==> src/hdl/icfe_pkg.sv <==
package icfe_pkg;

  localparam int SIDE_DEF = 16;

  localparam int COORD_W = 4;
  localparam int SIZE_W = 13;
  localparam int MAG_W = 14;
  localparam int ENG_W = 15;
  localparam int CFG_IDX_W = 2;
  localparam int CFG_DATA_W = 32;

  localparam logic [31:0] THRESH_RST = 32'd1583600000;
  localparam logic [31:0] SEED_RST = 32'd1;

  localparam logic [CFG_IDX_W-1:0] CFG_THRESH = 2'd0;
  localparam logic [CFG_IDX_W-1:0] CFG_SEED = 2'd1;

  localparam logic [1:0] KIND_WR = 2'd0;
  localparam logic [1:0] KIND_RD = 2'd1;
  localparam logic [1:0] KIND_UPD = 2'd2;
  localparam logic [1:0] KIND_MEAS = 2'd3;

  typedef enum logic [4:0] {
    S_CLR,
    S_IDLE,
    S_WR,
    S_RD,
    S_SEED_RD,
    S_SEED_WR,
    S_POP,
    S_POP_TAKE,
    S_NB_RD,
    S_NB_CHK,
    S_FLIP_RD,
    S_FLIP_WR,
    S_M_RD0,
    S_M_RD1,
    S_M_RD2,
    S_M_RD3,
    S_M_ACC,
    S_FIN
  } state_t;

  typedef struct packed {
    logic       load_in;
    logic       clr_wr;
    logic       wr_spin;
    logic       rd_site;
    logic       seed_wr;
    logic       pop_rd;
    logic       pop_take;
    logic       nb_rd;
    logic       nb_chk;
    logic       flip_rd;
    logic       flip_wr;
    logic       m_rd;
    logic [1:0] m_sel;
    logic       m_acc;
    logic       fin;
  } cmd_t;

  typedef struct packed {
    logic clr_last;
    logic queue_empty;
    logic dir_last;
    logic k_last;
    logic site_last;
    logic out_free;
  } sts_t;

endpackage

==> src/hdl/icfe_ctrl.sv <==
module icfe_ctrl (
  input  logic              clk,
  input  logic              rst,
  input  logic              in_valid,
  output logic              in_ready,
  input  logic [1:0]        kind,
  input  icfe_pkg::sts_t    sts,
  output icfe_pkg::cmd_t    cmd
);

  icfe_pkg::state_t state, state_next;

  always_ff @(posedge clk) begin
    if (rst) begin
      state <= icfe_pkg::S_CLR;
    end else begin
      state <= state_next;
    end
  end

  assign in_ready = (state == icfe_pkg::S_IDLE);

  always_comb begin
    state_next = state;
    unique case (state)
      icfe_pkg::S_CLR: begin
        if (sts.clr_last) state_next = icfe_pkg::S_IDLE;
      end
      icfe_pkg::S_IDLE: begin
        if (in_valid) begin
          unique case (kind)
            icfe_pkg::KIND_WR:  state_next = icfe_pkg::S_WR;
            icfe_pkg::KIND_RD:  state_next = icfe_pkg::S_RD;
            icfe_pkg::KIND_UPD: state_next = icfe_pkg::S_SEED_RD;
            default:            state_next = icfe_pkg::S_M_RD0;
          endcase
        end
      end
      icfe_pkg::S_WR:       state_next = icfe_pkg::S_FIN;
      icfe_pkg::S_RD:       state_next = icfe_pkg::S_FIN;
      icfe_pkg::S_SEED_RD:  state_next = icfe_pkg::S_SEED_WR;
      icfe_pkg::S_SEED_WR:  state_next = icfe_pkg::S_POP;
      icfe_pkg::S_POP: begin
        state_next = sts.queue_empty ? icfe_pkg::S_FLIP_RD : icfe_pkg::S_POP_TAKE;
      end
      icfe_pkg::S_POP_TAKE: state_next = icfe_pkg::S_NB_RD;
      icfe_pkg::S_NB_RD:    state_next = icfe_pkg::S_NB_CHK;
      icfe_pkg::S_NB_CHK: begin
        state_next = sts.dir_last ? icfe_pkg::S_POP : icfe_pkg::S_NB_RD;
      end
      icfe_pkg::S_FLIP_RD:  state_next = icfe_pkg::S_FLIP_WR;
      icfe_pkg::S_FLIP_WR: begin
        state_next = sts.k_last ? icfe_pkg::S_FIN : icfe_pkg::S_FLIP_RD;
      end
      icfe_pkg::S_M_RD0:    state_next = icfe_pkg::S_M_RD1;
      icfe_pkg::S_M_RD1:    state_next = icfe_pkg::S_M_RD2;
      icfe_pkg::S_M_RD2:    state_next = icfe_pkg::S_M_RD3;
      icfe_pkg::S_M_RD3:    state_next = icfe_pkg::S_M_ACC;
      icfe_pkg::S_M_ACC: begin
        state_next = sts.site_last ? icfe_pkg::S_FIN : icfe_pkg::S_M_RD0;
      end
      icfe_pkg::S_FIN: begin
        if (sts.out_free) state_next = icfe_pkg::S_IDLE;
      end
      default: state_next = icfe_pkg::S_IDLE;
    endcase
  end

  always_comb begin
    cmd = '0;
    unique case (state)
      icfe_pkg::S_CLR:      cmd.clr_wr = 1'b1;
      icfe_pkg::S_IDLE:     cmd.load_in = in_valid;
      icfe_pkg::S_WR:       cmd.wr_spin = 1'b1;
      icfe_pkg::S_RD:       cmd.rd_site = 1'b1;
      icfe_pkg::S_SEED_RD:  cmd.rd_site = 1'b1;
      icfe_pkg::S_SEED_WR:  cmd.seed_wr = 1'b1;
      icfe_pkg::S_POP:      cmd.pop_rd = !sts.queue_empty;
      icfe_pkg::S_POP_TAKE: cmd.pop_take = 1'b1;
      icfe_pkg::S_NB_RD:    cmd.nb_rd = 1'b1;
      icfe_pkg::S_NB_CHK:   cmd.nb_chk = 1'b1;
      icfe_pkg::S_FLIP_RD:  cmd.flip_rd = 1'b1;
      icfe_pkg::S_FLIP_WR:  cmd.flip_wr = 1'b1;
      icfe_pkg::S_M_RD0: begin
        cmd.m_rd = 1'b1;
        cmd.m_sel = 2'd0;
      end
      icfe_pkg::S_M_RD1: begin
        cmd.m_rd = 1'b1;
        cmd.m_sel = 2'd1;
      end
      icfe_pkg::S_M_RD2: begin
        cmd.m_rd = 1'b1;
        cmd.m_sel = 2'd2;
      end
      icfe_pkg::S_M_RD3: begin
        cmd.m_rd = 1'b1;
        cmd.m_sel = 2'd3;
      end
      icfe_pkg::S_M_ACC:    cmd.m_acc = 1'b1;
      icfe_pkg::S_FIN:      cmd.fin = sts.out_free;
      default:              cmd = '0;
    endcase
  end

endmodule

==> config.mk <==
export PLATFORM = sky130hd
export DESIGN_NAME = icfe_ctrl
export DESIGN_NICKNAME = d
export VERILOG_FILES = /design/src/hdl/icfe_pkg.sv /design/src/hdl/icfe_ctrl.sv
export SDC_FILE = /design/constraint.sdc
export NUM_CORES = 1
export LEC_CHECK = 0
export ABC_AREA = 1
export BUFFER_PORTS_ARGS = -buffer_cell sky130_fd_sc_hd__buf_4
export CAP_MARGIN = 20
export CORE_MARGIN = 2
export CORE_UTILIZATION = 51
export DETAILED_ROUTE_END_ITERATION = 10
export HOLD_SLACK_MARGIN = 0.06
export PLACE_DENSITY = 0.83
export SLEW_MARGIN = 0
export SYNTH_ARGS = -nofsm -noshare
export SYNTH_HDL_FRONTEND = slang
export SYNTH_SLANG_ARGS = --single-unit
==> constraint.sdc <==
create_clock -name clk -period 2.9 [get_ports clk]
set_input_delay 0.29 -clock clk [delete_from_list [all_inputs] [get_ports clk]]
set_output_delay 0.29 -clock clk [all_outputs]
set_load 0.1 [all_outputs]
==> summary.txt, run 1 <==
Outcome
  – Result of the run: complete, no violations

Critical path
  – Critical Path, Cell by Cell: inv_2, nor4_2, buf_4
  – Buffers and inverters on the worst path: 2
  – Largest stage delay on the critical path: 0.55 ns
  – Crit. End Element: output pin
  – Worst-path cell with the longest stage delay: dfxtp_1
  – Startpoint type of the worst setup path: flip-flop
  – Data required time at the worst endpoint: 2.61 ns
  – Critical path arrival: 1.60 ns
  – Critical-path maximum fanout: 9
  – Kind of cell with the highest combined delay on the critical path: flip-flops
  – Classification of the worst setup path: reg -> out

Routing
  – WL met1: 942 µm
  – Detail Route Antenna Nets: 0
  – WL met3: 114 µm
  – Via total after detailed routing: 915
  – Number of DRC violations after detailed routing: 0
  – Highest metal layer with signal wires: met4
  – Wirelength per Cell: 12.5 µm
  – Number of iterations in the first detailed-routing pass: 4
  – Routed via count divided by cell count: 5.23
  – Final wirelength: 2.20 mm
  – Routed length on met2: 1.09 mm
  – Violation count after the first detailed-route iteration: 39

Cells and area
  – Layout net count: 172
  – Signed area change from the synthesized netlist to the final layout: 34.5%
  – Diode count: 0
  – Largest registers ranked by flip-flop count: state (5)
  – Top reg by flops: state
  – Fillcell total: 122
  – Layout cell share with drive strength beyond 1: 0.350
  – Max FFs per register: 5
  – Non-filler instance count after layout: 175

Floorplanning
  – I/O Pins: 28
  – Total Die Area: 0.00169 mm²
  – Placement row count: 13
  – Initial standard-cell utilization of the core: 0.540
  – Die width: around 41 µm
  – Height of the die: 41.1 µm
  – Core Area: 0.00130 mm²

GRT
  – Gr ovfl total: 0
  – Number of global-route vias before repair: approximately 810
  – Global-route wire length before repair: 3.36 mm
  – Number of antenna violations at the first check in global routing: 0
  – Pin count of the biggest net entering global routing: 10
  – Global-route total usage across every layer: 0.309

Synth
  – Post-synthesis adder-cell area fraction: 0
  – Post-synth design cell area: 703 µm²
  – Cells after synthesis: 130
  – Number of synthesized register bits: 5
  – Post-synthesis share of cell area spent on xor and xnor gates: 0
  – Yosys warning count: 0
  – Basic-gate share of the synthesized area counting and, or, nand and nor cells: 0.705
  – Proportion of register bits with asynchronous set or reset after synthesis: 0
  – Largest family of logic cells by synthesized area: simple AND/OR/NAND/NOR gates
  – Number of synthesized flops with an enable pin: 0
  – Most used flip-flop cell after synthesis: dfxtp_1
  – Net count after synthesis: 141
  – Mean Syn Cell Area: 5.41 µm²
  – Synth Area in Compound Gates: 0.0302
  – Portion of the post-synthesis area used by sequential elements: 0.142
  – Share of synthesized area spent on multiplexers: 0
  – Distinct cells, synth: 24

Clocking
  – Number of clock buffers inserted by TritonCTS: 3
  – Clock Path Buffers: 2
  – Number of gates resized after cts: 0
  – Clock latency at the later pin of the worst-skew pair: 0.25 ns
  – Hold-fix buffer count after cts: 0
  – Clock sink total: 5
  – CTS HTree Levels: 1
  – Buffer cell driving the clock tree root: clkbuf_4
  – Post-CTS repair timing setup buffer count: 0
  – Clock-pin slew reported for the worst setup and hold paths after clock tree synthesis: 0.05 ns
  – CTS tree: built

STA
  – Final clock period utilization by the worst path: 0.652
  – Endpoints failing hold: 0
  – Pins Over Slew Limit: 0
  – Max Clock Skew: between 0.002 and 0.003 ns
  – Worst-Margin Slew: 0.390 ns
  – Highest clock rate: 0.529 GHz
  – Min Hold Slack: 0.245 ns
  – Headroom to the max-slew limit: 0.740
  – Total setup violations reported at the end of the flow: 0
  – Final setup slack of the worst path: 1.01 ns
  – Final min period: 1.89 ns
  – RSZ-0062 raised after global routing: no
  – Total Neg Setup Slack: 0 ns

Power
  – Sequential cell fraction of total power: 0.139
  – Clk network pwr share: 0.094
  – Max VDD drop: around 560 µV
  – Net switching power: 606 µW
  – Leakage component of the power: 0.558 nW
  – Overall power: just over 900 µW
  – Switching Share: 0.666
  – Power density over cell area: between 900 and 1000 mW/mm²
  – Combinational share of power: 0.766
  – Int Power: 304 µW

Placed design
  – Worst slack, placed: 1.30 ns
  – Placed cell count: 171
  – Routability-driven placement congestion ratio: roughly 0.9
  – Number of port buffers: 27
  – Sum of net half-perimeters after detailed placement: 1.76 mm

Job
  – Max-cap violations: 0

Hold path
  – Hold Crit Class: in -> reg
## cell type report
cell class                      count  area (µm²)  share of cell area
Clock buffer                        4        26.3              0.0278
Sequential cell                     5         100               0.106
Multi-Input combinational cell    104         523               0.553
Inverter                           20        75.1              0.0794
Timing Repair Buffer               27         203               0.214
Tap cell                           15        18.8              0.0198
## synthesized netlist by cell type (2+ instances only)
| cell | n | area [µm²] |
|---|---|---|
| nor3_2 | 2 | 20.0 |
| inv_2 | 6 | 22.5 |
| nor2_2 | 7 | 43.8 |
| inv_1 | 13 | 48.8 |
| dfxtp_1 | 5 | 100 |
| nor2_1 | 27 | 101 |
| nand3_2 | 3 | 30.0 |
| nand3_1 | 13 | 65.1 |
| nand2_2 | 3 | 18.8 |
| nor2_4 | 3 | 33.8 |
| nand4_1 | 2 | 12.5 |
| nand2_1 | 34 | 128 |
## metrics by stage
| step | area (µm²) | util |
|---|---|---|
| 6_report | 946 | 0.727 |
| 5_1_grt | 946 | 0.727 |
| 4_1_cts | 946 | 0.727 |
| 3_5_place_dp | 920 | 0.707 |
| 3_3_place_gp | 920 | 0.707 |
| 2_1_floorplan | 709 | - |
## path summary, 6_finish.rpt
| kind | depth (start not counted) | endpoint | slack [ns] | from |
|---|---|---|---|---|
| worst max register to register | 9 | state[0] | 1.37 | state[4] |
| worst min-delay path | 2 | state[4] | 0.24 | rst |
| worst max-delay path | 3 | cmd[0] | 1.01 | state[4] |
| worst min register to register | 2 | state[4] | 0.69 | state[4] |
## placed cells by master (no fill, tap or decap)
cell type,count
nand2_1,34
nor2_1,27
buf_4,27
inv_1,13
nand3_1,13
nor2_2,7
inv_2,6
dfxtp_1,5
nand2_2,3
nand3_2,3
nor2_4,3
clkbuf_4,3
nor3_2,2
o21ai_1,2
nand4_1,2
nand2_4,1
nor4_2,1
clkinv_1,1
a21oi_1,1
nor3_1,1
nand3b_1,1
and3_1,1
a31oi_1,1
or2_0,1
clkbuf_1,1
## power groups by stage
stage | registers (mW) | logic, mW | clock network [mW]
floorplan | 0.118 | 0.568 | 0
global placement | 0.124 | 0.683 | 0
detailed placement | 0.127 | 0.689 | 0
CTS | 0.126 | 0.692 | 0.0850
global route | 0.129 | 0.746 | 0.0839
finish | 0.127 | 0.698 | 0.0859
## metal layers
metal,GRT usage,vias to the layer above
li1,-,466
met1,0.390,406
met2,0.500,38
met3,0.0543,5
met4,0.153,0
met5,0,-
## cells by family (layout without fill, tap and decap cells)
logic type	after synthesis	in the layout
AOI/OAI and AO/OA	4	4
buffers and inverters	21	51
DFF	5	5
and+or+nand+nor	100	100
(Power assumes the default switching activity.)
==> run 2: changes to the inputs <==
- CORE_UTILIZATION: 51 -> 47
- PLACE_DENSITY: 0.83 -> 0.78
- clock period: 2.9 -> 1.8 ns (I/O delays scaled with it)
==> run 2 against run 1 <==
Cell count increased by 0.57%. Sequential power increased by 63%. Combinational power increased by 69%. Sequential share of layout area decreased by 0.59 points. Die area increased by 7.7%. Clock power increased by 62%. Cell area increased by 6.0%. Register-to-register slack got worse by 1.0 ns. Critical path depth increased by 2. First-iteration DRC count decreased by 18%. Setup slack got worse by 0.93 ns.
==> summary.txt, run 2 (synthesized netlist as in run 1, its figures left out) <==
STA
  – Total setup violations reported at the end of the flow: 0
  – Endpoints failing hold: 0
  – Worst-Margin Slew: 0.366 ns
  – Final setup slack of the worst path: 0.0835 ns
  – Headroom to the max-slew limit: 0.756
  – Highest clock rate: 0.583 GHz
  – Pins Over Slew Limit: 0
  – Max Clock Skew: 0.00689 ns
  – Final clock period utilization by the worst path: 0.954
  – RSZ-0062 raised after global routing: no
  – Final min period: about 1.7 ns

Cells and area
  – FF/Latch Area: 100 µm²
  – Most frequent standard cell in the layout excluding fill and tap cells: nand2_1
  – Layout cell share with drive strength beyond 1: 0.385
  – Commonest cells after routing, fill and taps aside: nand2_1 (34), buf_4 (28), nor2_1 (23), inv_1 (13), nand3_1 (13)
  – Top reg by flops: state
  – Layout net count: 173
  – Fillcell total: 121
  – Diode count: 0
  – Largest registers ranked by flip-flop count: state (5)
  – Max FFs per register: 5
  – Footprint of the multi-input gates: 572 µm²
  – Utilization after layout: 0.742
  – Signed area change from the synthesized netlist to the final layout: 42.5%

Job
  – Max-cap violations: 0

Placed design
  – Routability-driven placement congestion ratio: 0.885
  – Number of port buffers: 27
  – Sum of net half-perimeters after detailed placement: ~1.8 mm
  – Worst slack, placed: between 0.3 and 0.4 ns

Power
  – Leakage component of the power: ~0.58 nW
  – Clk network pwr share: 0.091
  – Max VDD drop: ~1100 µV
  – Combinational share of power: 0.773
  – Power density over cell area: around 1500 mW/mm²
  – Int Power: ~500 µW
  – Sequential cell fraction of total power: 0.136
  – Net switching power: 1.02 mW
  – Switching Share: 0.668

Critical path
  – Critical path arrival: 1.54 ns
  – Worst-path cell with the longest stage delay: dfxtp_1
  – Startpoint type of the worst setup path: flip-flop
  – Crit. End Element: output pin
  – Classification of the worst setup path: reg -> out
  – Slack of the worst reg-to-reg path: 0.35 ns
  – Critical-path maximum fanout: 6
  – Cell type with the highest occurrence count on the critical path: nand2_1
  – Critical Path, Cell by Cell: nand2_1, nor2_1, nand2_1, nand2_1, buf_4
  – Buffers and inverters on the worst path: 1
  – Kind of cell with the highest combined delay on the critical path: flip-flops
  – Data required time at the worst endpoint: roughly 1.6 ns
  – Largest stage delay on the critical path: 0.54 ns

Clocking
  – CTS tree: built
  – Buffer cell driving the clock tree root: clkbuf_4
  – Clock sink total: 5
  – Post-CTS repair timing setup buffer count: 0
  – Number of gates resized after cts: 0
  – CTS HTree Levels: 1
  – Clock Path Buffers: 2
  – Hold-fix buffer count after cts: 0
  – Clock latency at the later pin of the worst-skew pair: 0.25 ns
  – Number of clock buffers inserted by TritonCTS: 3
  – Clock-pin slew reported for the worst setup and hold paths after clock tree synthesis: around 0.05 ns

GRT
  – Grt met2 use: 0.406
  – Number of antenna violations at the first check in global routing: 0
  – Met3 usage in global routing: 0.0255
  – Pin count of the biggest net entering global routing: 9
  – Global Route met1 Usage: 0.338
  – Global-route total usage across every layer: 0.259
  – Global-route wire length before repair: 3.55 mm
  – Gr ovfl total: 0
  – Number of global-route vias before repair: around 850
  – Busiest layer in global routing: met2

Routing
  – Via total after detailed routing: 944
  – Detail Route Antenna Nets: 0
  – Final wirelength: about 2.1 mm
  – Violation count after the first detailed-route iteration: 32
  – Number of DRC violations after detailed routing: 0
  – Routed via count divided by cell count: 5.36
  – Wirelength per Cell: 12.1 µm
  – Number of iterations in the first detailed-routing pass: 5

Floorplanning
  – Placement row count: 13
  – Initial standard-cell utilization of the core: 0.521
  – Die width: 42.7 µm
  – Total Die Area: 0.00182 mm²
  – I/O Pins: 28
  – Core Area: around 0.0014 mm²
  – Height of the die: about 43 µm

Hold path
  – Hold Crit Class: in -> reg

Outcome
  – Result of the run: complete, no violations
==> run 2: worst reg2reg max path, cell delays in order, from the launching register on <==
cell and delay (ns):
dfxtp_1 0.47, nor2_4 0.08, inv_2 0.21, nor2_1 0.08, nand3_2 0.08, o21ai_1 0.08
nor2_2 0.15, nand3_1 0.10, nand2_1 0.06, inv_1 0.04
==> run 2: area by class of cell <==
class                   instances  area share
inverters                      20      0.0749
multi-input cells             104       0.571
repair buffers                 28       0.210
well taps                      15      0.0187
clock buffers                   4      0.0262
flip-flops and latches          5      0.0999
==> run 2: power groups by stage <==
| stage | clock network [mW] | registers [mW] | logic, mW |
|---|---|---|---|
| floorplan | 0 | 0.190 | 0.959 |
| global placement | 0 | 0.199 | 1.16 |
| detailed placement | 0 | 0.203 | 1.17 |
| CTS | 0.140 | 0.201 | 1.17 |
| global route | 0.155 | 0.211 | 1.26 |
| finish | 0.139 | 0.207 | 1.18 |
==> run 2: stage by stage <==
| step | setup TNS [ns] | area [µm²] | std cells | hold slack [ns] | power [mW] |
|---|---|---|---|---|---|
| 6_report | 0 | 1000 | 176 | 0.128 | 1.53 |
| 5_1_grt | 0 | 1000 | 176 | 0.123 | 1.62 |
| 4_1_cts | 0 | 997 | 176 | 0.124 | 1.51 |
| 3_5_place_dp | 0 | 971 | 172 | 0.383 | 1.37 |
| 3_3_place_gp | 0 | 971 | 172 | 0.384 | 1.36 |
| 2_1_floorplan | -0.155 | 753 | 130 | 0.247 | 1.15 |
==> run 2: path summary, 6_finish.rpt <==
path | startpoint | end | cells past startpoint
max | state[0] | cmd[2] | 5
max reg2reg | state[3] | state[0] | 9
min reg2reg | state[2] | state[4] | 3
min | rst | state[4] | 2
==> run 2: routing by layer <==
metal / wire length (µm) / part of all wire / up-vias
met5: 0 / 0 / -
met4: 51 / 0.024 / 0
met3: 154 / 0.072 / 6
met2: 1040 / 0.49 / 49
met1: 879 / 0.41 / 413
li1: - / - / 476
